[src/rtl/core/pta_ram.sv]
// ----------------------------------------------------------------------------
// Generic RAM
// One write port and one read port with registered read data.
// ----------------------------------------------------------------------------
module pta_ram #(
  parameter int unsigned WIDTH = 16,
  parameter int unsigned DEPTH = 256
) (
  input  logic                     clk,
  input  logic                     we,
  input  logic [$clog2(DEPTH)-1:0] waddr,
  input  logic [WIDTH-1:0]         wdata,
  input  logic [$clog2(DEPTH)-1:0] raddr,
  output logic [WIDTH-1:0]         rdata
);

  logic [WIDTH-1:0] mem [DEPTH];

  always_ff @(posedge clk) begin
    if (we) begin
      mem[waddr] <= wdata;
    end
    rdata <= mem[raddr];
  end

endmodule

[config.mk]
export PLATFORM = sky130hd
export DESIGN_NAME = pta_ram
export DESIGN_NICKNAME = d
export VERILOG_FILES = /design/src/rtl/core/pta_ram.sv
export SDC_FILE = /design/constraint.sdc
export NUM_CORES = 2
export LEC_CHECK = 0
export BUFFER_PORTS_ARGS = -buffer_cell sky130_fd_sc_hd__buf_4
export CORE_MARGIN = 4
export CORE_UTILIZATION = 29
export CTS_BUF_LIST = sky130_fd_sc_hd__clkbuf_2 sky130_fd_sc_hd__clkbuf_4 sky130_fd_sc_hd__clkbuf_8
export DETAILED_ROUTE_END_ITERATION = 12
export PLACE_DENSITY = 0.42
export RECOVER_POWER = 50
export SYNTH_ARGS = -nofsm -noshare
export SYNTH_HDL_FRONTEND = slang
export SYNTH_SLANG_ARGS = --single-unit
export TNS_END_PERCENT = 1
[constraint.sdc]
create_clock -name clk -period 2.77 [get_ports clk]
set_clock_uncertainty 0.2 [all_clocks]
set_input_delay 0.1385 -clock clk [delete_from_list [all_inputs] [get_ports clk]]
set_output_delay 0.1385 -clock clk [all_outputs]
set_load 0.005 [all_outputs]
== After elaboration in Yosys (flattened, before gate mapping) ==
Memory sizes are Yosys's and may differ from the RTL's. A register that Yosys moved wholly into a read port is not among the register bits.
Cells that the tools add are included.

* Flip-flop bits (word level): 0
* Memory bits (writable): 4096
* Input bits: 34
* Output and inout port bits: 16
* Word-level logic and storage cells: 3
* Memories: 1

{| class="wikitable"
|+ Memory list
! memory !! words !! bits a word !! read ports !! clocked after Yosys merged registers in !! wr ports !! RTL line !! source
|-
| mem || 256 || 16 || 1 || 1 || 1 || 17 || <nowiki>logic [WIDTH-1:0] mem [DEPTH];</nowiki>
|}

* Multiplexer cells: 2

{| class="wikitable"
|+ Operator list
! kind !! count
|-
| 2-to-1 mux 1 bit || 2
|}

== Depth between registers and ports, before layout ==
* Depth in word-level cells: 2
* Mapped depth: 12
* Mapped depth without buffers: 6

== Worst setup path before layout ==
OpenSTA, ideal clock, no wires.

* Kind: input -> register
* Start: input waddr[3]
* End: memory mem[235][0] (enable)
* Library setup time: 0.388 ns
* Data arrival time: 1.915 ns
* Data required time: 2.182 ns
* Setup slack: 0.266 ns
* Stages: 6
* Buffers on the path: 3
* Path through: clkbuf_1 -> nor2b_1 -> clkbuf_1 -> nand4_1 -> clkbuf_1 -> nor2_1

{| class="wikitable"
|+ RTL lines
! item !! RTL line !! source
|-
| start, declared || 11 || <nowiki>input logic [$clog2(DEPTH)-1:0] waddr,</nowiki>
|-
| end, declared || 17 ||
|}

Straight into the memory's write port.

==> metrics <==
worst hold margin 0.1957 ns; first-pass GRT wire length 709,800 um; num rows 271; CTS root buf clkbuf_8; commonest cells after routing, fill and taps aside edfxtp_1 (4,096), buf_4 (1,061), mux4_2 (797); fmax 341.8 MHz; Worst Tran Pin Value 1.935 ns; met1 wire length 224,900 um; CP Launch Type input pin; core area 0.5449 sq mm; post-synthesis xor/xnor area fraction 0%; Comb pwr share 6.2%; placed instance area 0.1785 sq mm; Finished Layout Cells 16.85k; Max clock buf depth 4; Via density 4.945; die area 0.5592 sq mm; Die X 747.8 um; total global routing overflow 0; wire length on met3 30,250 um; Ports 50; critical path endpoint category flop; dpl hpwl 325,700 um; vias in the first global route 86.44k; Slew Limit Headroom -29.01%; period utilization 105.6%; Req. time, crit path 3.69 ns; Synth async-reset ratio 0%; r2r worst-path depth 6; Vias 83.33k; DRT antenna net count 0; first-pass detailed-route iteration total 5; clk_lat worst skew 1.28 ns; Primary FF master, synth edfxtp_1; Cell Pwr Density 681.4 mW/mm^2; Layout Nets 9,065; Routed met2 length 248,500 um; DRC errors left 0; I/O Buffers 49; RSZ-0062 raised after global routing yes; Worst R2R End rdata[8]$_DFF_P_; # setup viols final 219; Clock power frac 41.4%; Unique masters post-synth 52; syn_area_per_cell 21.56 sq um; largest net degree at the start of global routing 105; Tot GR Track Use 18.01%; syn nets 7,394; Num CTS Buffers 707; power share of the sequential group 52.4%; GP Congestion 0.8231; worst hold path endpoint rdata[4]$_DFF_P_; Mapped Cells 7,360; number of flops mapped to enable cells by yosys 4,096; Hold Crit Class input pin to flop; worst slack at placement -1.590 ns; clk slew on worst S/H paths 0.06 ns; Cell Area, Synth 0.1587 sq mm; synthesized flop and latch total 4,112; Reg2Reg Setup Slack -0.07 ns; Cell Int Power 100,800 uW; Final min period 2.925 ns; Final Hold Viols 0; # fillers 50.92k; initial antenna violation count 42; die span in y 747.8 um; Clock Sinks 4,112; Initial Utilization 29.13%; hold path cells 4; area delta synth->final 21.44%; Syn. warnings 0; CTS H-tree lvls 6; Reg2Reg Launch Point mem[23][8]$_DFFE_PP_; Pleak 0.06260 uW; Arrival @ worst endpoint 3.85 ns; worst setup margin -0.1555 ns; # placed instances 15.48k; CP Class input pin to flop; commonest non-fill, non-tap cell in the layout edfxtp_1; part of the Yosys area used for sequential elements 77.70%; worst-path fanout max 8; Synth Area in Compound Gates 3.537%; peak supply drop 0.0006144 V; TritonCTS clock tree yes; synthesized-area fraction occupied by adder cells 0%; Max-cap violations 18; status finished with violations; DR top layer met5; simple-gate share of the synthesized area 1.574%; failing checks max-capacitance violations, max-slew violations, negative setup slack; post-route cell area 0.1927 sq mm; Max Slew Vio Count 824; main combinational cell family by area after synthesis multiplexers; ratio of cells with drive above 1 in the final layout 36.70%; drt wl/cell 30.66 um; switching share of power 23.25%; mux cell area share after synthesis 15.50%; Psw 30,540 uW; Worst Min Path Start raddr[7]; Total Wirelength 516,700 um; initial DRC count 8,051
## layout make-up
class / instances / area, sq um / area share (%)
tap: 7234 / 9051 / 4.696
clock buffer: 933 / 11530 / 5.984
inverter: 4 / 27.53 / 0.01428
antenna: 28 / 70.07 / 0.03635
clock inverter: 334 / 2211 / 1.147
timing repair buffer: 1414 / 13000 / 6.742
multi-input combinational: 2792 / 33530 / 17.40
sequential: 4112 / 123300 / 63.98
## per-stage QoR
stage	power, uW	util, %	setup TNS (ns)
floorplan	73340	-	0
global placement	78230	32.75	-17.03
detailed placement	78310	32.75	-16.53
CTS	133200	35.52	-9.321
global route	136300	35.36	-14.36
finish	131300	35.37	-10.31
## layer usage
layer	global-route usage [%]	up-vias
met4	4.386	18
met3	3.142	708
met2	29.67	2726
li1	-	34820
met1	24.78	45060
met5	0	-
## kinds of logic after synthesis
family / after synthesis
buf+inv: 456
simple gates: 556
mux: 1450
compound gates: 786
flops: 4112
## synthesized netlist by cell type (20+ instances only)
library cell	number	area share, %
o32ai_1	20	0.11
nor3_1	92	0.29
a22o_1	32	0.18
clkbuf_1	230	0.54
mux4_2	797	11
nand3_1	35	0.11
mux2_2	88	0.62
buf_1	27	0.064
o221ai_1	252	1.4
nand4_1	26	0.10
a21oi_1	175	0.55
o21ai_0	37	0.12
edfxtp_1	4096	77
a22oi_1	43	0.20
buf_6	77	0.55
nor2_1	304	0.72
nand2_1	38	0.090
a221oi_1	28	0.15
mux2i_1	565	3.6
buf_4	26	0.12
o22ai_1	148	0.58
buf_2	76	0.24
## critical path, cell delays in order
cell,delay [ns]
dlygate4sd3_1,0.62
buf_4,0.26
buf_12,0.18
nand2_1,0.42
or3_1,0.32
buf_4,0.20
nor2_1,0.07
a22oi_1,0.35
buf_4,0.21
nand4_1,0.64
nor4_1,0.41
## repair_timing
action | 4_1_cts | 5_1_grt
setup endpoints to repair | 18 | 149
pin swaps | 2 | 3
hold buffers | 81 | 0
buffers inserted | 0 | 0
gates resized for setup | 37 | 12
hold endpoints to repair | 8194 | 0
## state kept, by name, indices dropped and copies added, names as in the netlist
register	cells
mem	4096
rdata	16
## worst max-delay path by stage
stage                               startpoint                    end  depth (start not counted)  slack (ns)
final                                 raddr[5]       rdata[1]$_DFF_P_                         11       -0.16
after CTS                 mem[23][8]$_DFFE_PP_       rdata[8]$_DFF_P_                          6       -0.18
after global routing      mem[23][8]$_DFFE_PP_       rdata[8]$_DFF_P_                          6       -0.12
after detailed placement              raddr[0]       rdata[2]$_DFF_P_                         10       -1.59
after floorplan                       waddr[3]  mem[235][0]$_DFFE_PP_                          6        0.27
after global placement                raddr[0]       rdata[8]$_DFF_P_                         10       -1.76
## power by group through the flow
stage	registers [uW]	clock network, uW	logic (uW)
6_report	68900	54300	8180
3_3_place_gp	70100	0	8130
3_5_place_dp	70100	0	8200
5_1_grt	68800	58900	8590
4_1_cts	68800	55900	8510
2_1_floorplan	70000	0	3380
(Power assumes the default switching activity.)
