## src/rtl/core/pta_pkg.sv

```systemverilog
// ----------------------------------------------------------------------------
// Page table aging tracker package
// Shared types and constants for the page table with aging counters.
// ----------------------------------------------------------------------------
package pta_pkg;

  localparam int unsigned KIND_W  = 3;
  localparam int unsigned PAGE_W  = 8;
  localparam int unsigned FRAME_W = 6;
  localparam int unsigned AGE_W   = 8;

  // Number of physical frames; a map to a frame at or above this is ignored.
  localparam int unsigned FRAMES = 64;

  typedef enum logic [KIND_W-1:0] {
    KIND_LOOKUP = 3'd0,
    KIND_MAP    = 3'd1,
    KIND_INVAL  = 3'd2,
    KIND_REF    = 3'd3,
    KIND_TICK   = 3'd4
  } kind_t;

  typedef enum logic [2:0] {
    ST_CLEAR,
    ST_IDLE,
    ST_READ,
    ST_OP,
    ST_TICK_RD,
    ST_TICK_WR
  } state_t;

  typedef struct packed {
    logic               valid;
    logic               ref_bit;
    logic [AGE_W-1:0]   age;
    logic [FRAME_W-1:0] frame;
  } entry_t;

  localparam int unsigned ENTRY_W = $bits(entry_t);

  typedef struct packed {
    logic   wr;
    entry_t entry;
  } upd_t;

  typedef struct packed {
    logic               hit;
    logic [FRAME_W-1:0] frame_out;
    logic [AGE_W-1:0]   age;
    logic               referenced;
  } result_t;

endpackage

```

## src/rtl/core/pta_entry_unit.sv

```systemverilog
// ----------------------------------------------------------------------------
// Page table entry update unit
// Computes the new state of one entry for a page operation or an aging tick.
// ----------------------------------------------------------------------------
module pta_entry_unit
  import pta_pkg::*;
(
  input  logic [KIND_W-1:0]  kind,
  input  logic [FRAME_W-1:0] frame,
  input  entry_t             old_entry,
  output upd_t               upd
);

  always_comb begin
    upd.wr    = 1'b0;
    upd.entry = old_entry;
    unique case (kind)
      KIND_MAP: begin
        if (32'(frame) < FRAMES) begin
          upd.wr          = 1'b1;
          upd.entry.frame = frame;
          upd.entry.valid = 1'b1;
        end
      end
      KIND_INVAL: begin
        upd.wr          = 1'b1;
        upd.entry.valid = 1'b0;
      end
      KIND_REF: begin
        upd.wr            = 1'b1;
        upd.entry.ref_bit = 1'b1;
      end
      KIND_TICK: begin
        if (old_entry.valid) begin
          upd.wr            = 1'b1;
          upd.entry.age     = {old_entry.ref_bit, old_entry.age[AGE_W-1:1]};
          upd.entry.ref_bit = 1'b0;
        end
      end
      default: begin
        upd.wr = 1'b0;
      end
    endcase
  end

endmodule

```

## config.mk

```make
export PLATFORM = sky130hd
export DESIGN_NAME = pta_entry_unit
export DESIGN_NICKNAME = d
export VERILOG_FILES = /design/src/rtl/core/pta_pkg.sv /design/src/rtl/core/pta_entry_unit.sv
export SDC_FILE = /design/constraint.sdc
export NUM_CORES = 1
export LEC_CHECK = 0
export BUFFER_PORTS_ARGS = -buffer_cell sky130_fd_sc_hd__buf_4
export CORE_AREA = 4 4 41 43
export DETAILED_ROUTE_END_ITERATION = 8
export DIE_AREA = 0 0 45 47
export GPL_TIMING_DRIVEN = 1
export PLACE_DENSITY = 0.55
export SLEW_MARGIN = 25
export SYNTH_ARGS = -nofsm -noshare
export SYNTH_HDL_FRONTEND = slang
export SYNTH_SLANG_ARGS = --single-unit
```

## constraint.sdc

```tcl
create_clock -name vclk -period 1.5
set_input_delay 0.3 -clock vclk [all_inputs]
set_output_delay 0.3 -clock vclk [all_outputs]
set_load 0.05 [all_outputs]
```

* Word level (Yosys, flattened, before mapping)
Index checks and enable logic that the tools add are counted.
** Storage, ports and cells
- Memories kept :: 0
- Bits in latches :: 0
- Logic and storage cells :: 12
- Bits of input ports :: 25
- Bits in writable memories :: 0
- Bits in read-only memories :: 0
- Register bits :: 0
- Output and inout bits :: 17
** Cells by class
- Shifts and indexed selects :: 0
- Multipliers :: 0
- Bitwise gates (word level) :: 0
- Order comparisons :: 0
- Add/sub/neg operators :: 0
- Reductions and logical operators :: 1
- Muxes and demuxes :: 7
- Eq/ne operators :: 4
- Divide/modulo/power cells :: 0
** Operators with widths (count)
- 9-bit two-way mux :: 1
- 8-bit two-way mux :: 1
- 3-bit by 2-bit == test with 1-bit output, second input constant :: 2
- 6-bit two-way mux :: 1
- 1-bit one-hot mux with 2 select lines :: 3
- 3-bit by 1-bit == test with 1-bit output, second input constant :: 1
- 3-bit == test, second input constant :: 1
- 3-bit OR reduction :: 1
- 1-bit two-way mux :: 1

* Longest topological paths before layout
Gate-level depths: netlist (run 1).
- Depth after elaboration :: 3
- Depth in mapped cells :: 4
- Mapped depth without buffers :: 3

* Least setup slack after synthesis (run 1)
Ideal clock, no wire load.
- Path kind :: in2out
- Start point :: input kind[2]
- End point :: output upd[15] in the netlist's numbering
- Data required time :: 1.200 ns
- Slack :: -0.268 ns
- Stages on the path :: 3
- Path buffers :: 0
- Arrival time :: 1.468 ns
- Cells stage by stage :: inv_1 -> a21oi_1 -> o21ai_0
** RTL lines
- start: declaration :: RTL line pta_entry_unit.sv:8 : input logic [KIND_W-1:0] kind,
- end: declaration :: RTL line pta_entry_unit.sv:11 : output upd_t upd

==> results.py, run 1 <==
metrics = {
    "global_routing": {
        "grt_pass1_vias": 413,
        "grtUsageTotal_pct": 11.25,
        "grt_antenna_before_repair": 0,
        "grt_max_degree": 7,
        "grt_first_pass_wirelength_um": 1814,
        "grt_overflow": 0,
    },
    "power": {
        "p_sw_mw": 0.1823,
        "cellLeakagePower_nw": 0.4140,
        "internal_power_mw": 0.1795,
        "switching_share_pct": 50.39,
        "p_seq_share_pct": 0,
        "p_comb_share_pct": 100.0,
        "power_frac_clock_pct": 0,
        "finalPower_mw": 0.3618,
        "irDropWorstVdd_uv": 264.1,
        "power.density_nw_per_um2": 442.8,
    },
    "die": {
        "die_x_um": 45,
        "die_h_um": 47,
        "ios": 42,
        "rows": 13,
        "core_area_um2": 1301,
        "dieArea_um2": 2115,
        "initial_core_util_pct": 18.27,
    },
    "sta": {
        "rsz0062_at_grt": "true",
        "hold-worst-slack_ps": 934.0,
        "hold_violations": 0,
        "setup_viol": 14,
        "max_slew_margin_pct": 89.47,
        "fin_crit_sh_pct": 106.8,
        "fmax_mhz": 624.4,
        "finalWorstSetupSlack_ps": -101.6,
        "worst_pin_slew_ps": 158.0,
        "slew_viol_final": 0,
        "period_needed_ps": 1602,
    },
    "detailed_routing": {
        "wire_per_inst_um": 14.89,
        "drt_pre_antenna_iters": 4,
        "top_layer": "met4",
        "dr_wl_met2_um": 704,
        "drc": 0,
        "drt-initial-drc-count": 1,
        "final_antenna_net_count": 0,
        "wl_um": 1340,
        "wl_met3_um": 127,
        "drt-met1-wl_um": 480,
        "via_count": 406,
        "viasPerCell": 4.511,
    },
    "placed_design": {
        "dp.cells": 88,
        "dpl.hpwl_um": 912.9,
        "io_buffers": 42,
        "gp_congestion": 0.7047,
    },
    "yosys": {
        "yosysTopAreaCell": "mux2_2",
        "synth_most_common_cell": "mux2_2",
        "ys.warnings.count": 0,
        "yosys-top-cells-area": "mux2_2 (66%), a21oi_1 (6.3%), nor3b_2 (5.3%), buf_6 (4.7%), a21bo_2 (4.2%)",
        "syn_area_per_cell_um2": 9.143,
        "synth_common_cells": "mux2_2 (14), a21oi_1 (3), o21ai_0 (2)",
        "synth_top_area_share_pct": 66.32,
        "synth_area_um2": 237.7,
        "ys_seq_area_share_pct": 0,
        "syn_inst": 26,
        "synth.distinct_cells": 10,
        "synth_nets": 51,
    },
    "clock_network": {
        "ctsHoldBuffers": 0,
    },
    "min_path": {
        "holdPathStages": 3,
        "hold_class": "in2out",
        "worstHoldStart": "kind[1]",
        "whs_endpoint": "upd[15]",
    },
    "cells_and_area": {
        "n_fill_cell": 105,
        "final_nets": 102,
        "seq_cells": 0,
        "drive_gt1_share_pct": 92.00,
        "fin_cells": 90,
        "antennaDiodeCount": 0,
        "multi_input_area_um2": 291.5,
        "area_growth_pct": 243.7,
        "final-seq-area_um2": 0,
        "clock_buffers": 0,
    },
    "critical_path": {
        "critPathCaptureType": "primary output",
        "worstSetupStartpointType": "input port",
        "crit_required_ps": 1200,
        "crit_arrival_ps": 1300,
        "crit_type": "in2out",
        "worstPathMaxFanout": 5,
    },
    "outcome": {
        "status": "complete, but fails checks",
        "violations": "setup timing",
    },
    "job": {
        "cap_violations": 0,
    },
}
-- per-layer routing --
metal	track usage, %	vias up
li1	-	198
met1	11.46	187
met2	23.45	19
met3	3.448	2
met4	0	0
met5	0	-
-- critical path: stages --
cell and delay [ps]:
buf_8 110, nor2_4 100, and3_4 200, buf_6 130, mux2_4 310, buf_8 150
-- worst max path at each step --
stage	start	end	depth (start not counted)
global placement	kind[1]	upd[7]	6
global route	kind[1]	upd[13]	6
CTS	kind[0]	upd[10]	6
floorplan	kind[1]	upd[10]	4
finish	kind[1]	upd[8]	6
detailed placement	kind[1]	upd[10]	6
-- repair_timing --
action / in CTS / in global routing
setup buffers: 0 / 1
resized for setup: 44 / 8
pin swaps: 3 / 3
endpoints found under the setup margin: 15 / 14
cloned: 1 / 0
-- final cells by class --
type / instances / area share [%]
Timing Repair Buffer: 50 / 61.56
Inverter: 1 / 0.4594
Tap cell: 15 / 2.297
Multi-Input combinational cell: 24 / 35.68
-- kinds of logic (layout without fill, tap and decap cells) --
family          after synthesis  count (layout)  synth area share, %
simple gates                  3               3                9.473
mux                          14              14                66.32
compound gates                7               7                17.89
buf+inv                       2              51                6.314
-- power by group through the flow --
stage / clock network [mW] / registers [mW] / logic, mW
after floorplan: 0 / 0 / 0.164
after global placement: 0 / 0 / 0.281
after detailed placement: 0 / 0 / 0.282
after CTS: 0 / 0 / 0.347
after global routing: 0 / 0 / 0.376
final: 0 / 0 / 0.362
-- per-stage QoR --
stage / utilization, % / setup TNS (ps) / worst slack (ps) / instance area [um2]
2_1_floorplan: - / 0 / 5.157 / 241.5
3_3_place_gp: 46.83 / -2142 / -209.6 / 609.3
3_5_place_dp: 46.83 / -2203 / -221.8 / 609.3
4_1_cts: 59.90 / -930.1 / -93.09 / 779.5
5_1_grt: 62.79 / -1365 / -129.4 / 817.0
6_report: 62.79 / -947.7 / -101.6 / 817.0
-- layout by cell type, fill, tap and decap left out, types with 2 or more instances in the layout --
master | synthesis | routed
buf_6 | 1 | 4
buf_4 | 0 | 31
buf_8 | 0 | 15
mux2_4 | 0 | 14
a21oi_1 | 3 | 2
Note: power is estimated with default switching activity, not from simulation.
==> inputs of run 2 (changes only) <==
BUFFER_PORTS_ARGS = -buffer_cell sky130_fd_sc_hd__buf_2   (was -buffer_cell sky130_fd_sc_hd__buf_4)
==> results.py, run 2 (synthesis results as in run 1) <==
metrics = {
    "critical_path": {
        "worstSetupStartpointType": "input port",
        "crit_arrival_ps": 1330,
        "worst-path-buf-inv": 4,
        "cp-endpoint": "upd[0]",
        "crit_type": "in2out",
        "cp_top_family": "buffers and inverters",
        "cp.depth": 6,
        "crit_required_ps": 1200,
        "critical-path-max-stage-delay_ps": 320,
        "startpoint": "kind[1]",
        "critPathCaptureType": "primary output",
        "worstPathMaxFanout": 6,
        "critPathSlowestCell": "mux2_4",
        "crit_path_cell_trace": "buf_8 -> buf_6 -> nor3b_2 -> buf_6 -> mux2_4 -> buf_8",
    },
    "global_routing": {
        "grtUsageTotal_pct": 12.59,
        "grt_antenna_before_repair": 0,
        "grt_max_degree": 7,
        "grt_first_pass_wirelength_um": 1973,
        "grt_pass1_vias": 454,
        "grt_overflow": 0,
    },
    "placed_design": {
        "io_buffers": 42,
        "dp.cells": 89,
        "dpl_cell_area_um2": 511.7,
        "gp_congestion": 0.6945,
    },
    "power": {
        "p_sw_mw": 0.1822,
        "switching_share_pct": 52.39,
        "irDropWorstVdd_uv": 256.8,
        "power.density_nw_per_um2": 448.4,
        "p_seq_share_pct": 0,
        "cellLeakagePower_nw": 0.4012,
        "power_frac_clock_pct": 0,
        "p_comb_share_pct": 100.0,
        "internal_power_mw": 0.1656,
    },
    "cells_and_area": {
        "drive_gt1_share_pct": 92.11,
        "fin_util_pct": 59.62,
        "final-seq-area_um2": 0,
        "area_growth_pct": 226.3,
        "layout_common_cells": "buf_2 (24), buf_8 (16), mux2_4 (14), buf_4 (6), buf_6 (5)",
        "stdcell_area_um2": 775.7,
        "clock_buffers": 0,
        "final_common_cell": "buf_2",
        "antennaDiodeCount": 0,
        "final_nets": 103,
        "seq_cells": 0,
        "fin_cells": 91,
    },
    "sta": {
        "fin_crit_sh_pct": 108.4,
        "finalWorstSetupSlack_ps": -125.4,
        "period_needed_ps": 1625,
        "max_slew_margin_pct": 83.64,
        "slew_viol_final": 0,
        "setup_viol": 14,
        "tns_ps": -1425,
        "rsz0062_at_grt": "true",
        "hold_violations": 0,
        "fmax_mhz": 615.2,
        "worst_pin_slew_ps": 247.1,
    },
    "die": {
        "dieArea_um2": 2115,
        "ios": 42,
        "die_x_um": 45,
        "core_area_um2": 1301,
        "rows": 13,
        "die_h_um": 47,
        "initial_core_util_pct": 18.27,
    },
    "clock_network": {
        "ctsHoldBuffers": 0,
    },
    "detailed_routing": {
        "wire_per_inst_um": 14.20,
        "drt-initial-drc-count": 1,
        "via_count": 414,
        "drc": 0,
        "viasPerCell": 4.549,
        "drt_pre_antenna_iters": 2,
        "wl_um": 1292,
        "final_antenna_net_count": 0,
    },
    "outcome": {
        "violations": "setup timing",
        "status": "complete, but fails checks",
    },
    "min_path": {
        "hold_class": "in2out",
    },
    "job": {
        "cap_violations": 0,
    },
}
==> run 2: cell types whose count changed in the layout (fill, tap and decap cells not counted) <==
cell and delta:
buf_2 +24, buf_6 +1, buf_8 +1, buf_4 -25
==> run 2: power by group through the flow <==
| stage | Combinational, mW | Clock, mW | Sequential [mW] |
|---|---|---|---|
| after global routing | 0.363 | 0 | 0 |
| after global placement | 0.243 | 0 | 0 |
| after detailed placement | 0.243 | 0 | 0 |
| after CTS | 0.342 | 0 | 0 |
| after floorplan | 0.164 | 0 | 0 |
| final | 0.348 | 0 | 0 |
==> run 2: tightest hold or removal path: cells and delay by family <==
kind | cells | cell delay (ps)
buf+inv | 2 | 210
mux | 1 | 140
==> run 2: what timing repair did <==
action	in CTS	in global routing
endpoints found under the setup margin	15	16
setup buffers	1	0
cloned	1	0
resized for setup	68	4
pin swaps	3	1
==> run 2: worst min path at each step <==
stage                        from      end  slack [ps]  cells past startpoint
floorplan                 kind[2]  upd[14]         740                      1
global route             frame[5]   upd[5]         960                      3
CTS                  old_entry[0]   upd[0]         950                      3
global placement    old_entry[15]  upd[15]        1040                      4
detailed placement       frame[0]   upd[0]        1040                      3
finish               old_entry[2]   upd[2]         950                      3
==> run 2: cell type report <==
class / instances / area, um2
inverters: 1 / 3.754
multi-input cells: 24 / 291.5
fillers: 114 / 525.5
well taps: 15 / 18.77
repair buffers: 51 / 461.7
==> run 2: layer usage <==
metal  wire, um  vias up  part of all wire [%]  global-route usage (%)
met4          0        0                     0                       0
li1           -      199                     -                       -
met3         79        0                   6.1                  0.7663
met5          0        -                     0                       0
met1        448      198                    35                   14.83
met2        763       17                    59                   25.99
==> run 2: per-stage QoR <==
step                      worst slack, ps  hold WS [ps]  total power, mW
final                              -125.4         949.5           0.3479
after global routing               -162.9         961.3           0.3633
after CTS                          -138.5         950.9           0.3416
after detailed placement           -213.7          1044           0.2430
after global placement             -209.0          1037           0.2427
after floorplan                     5.157         744.7           0.1642
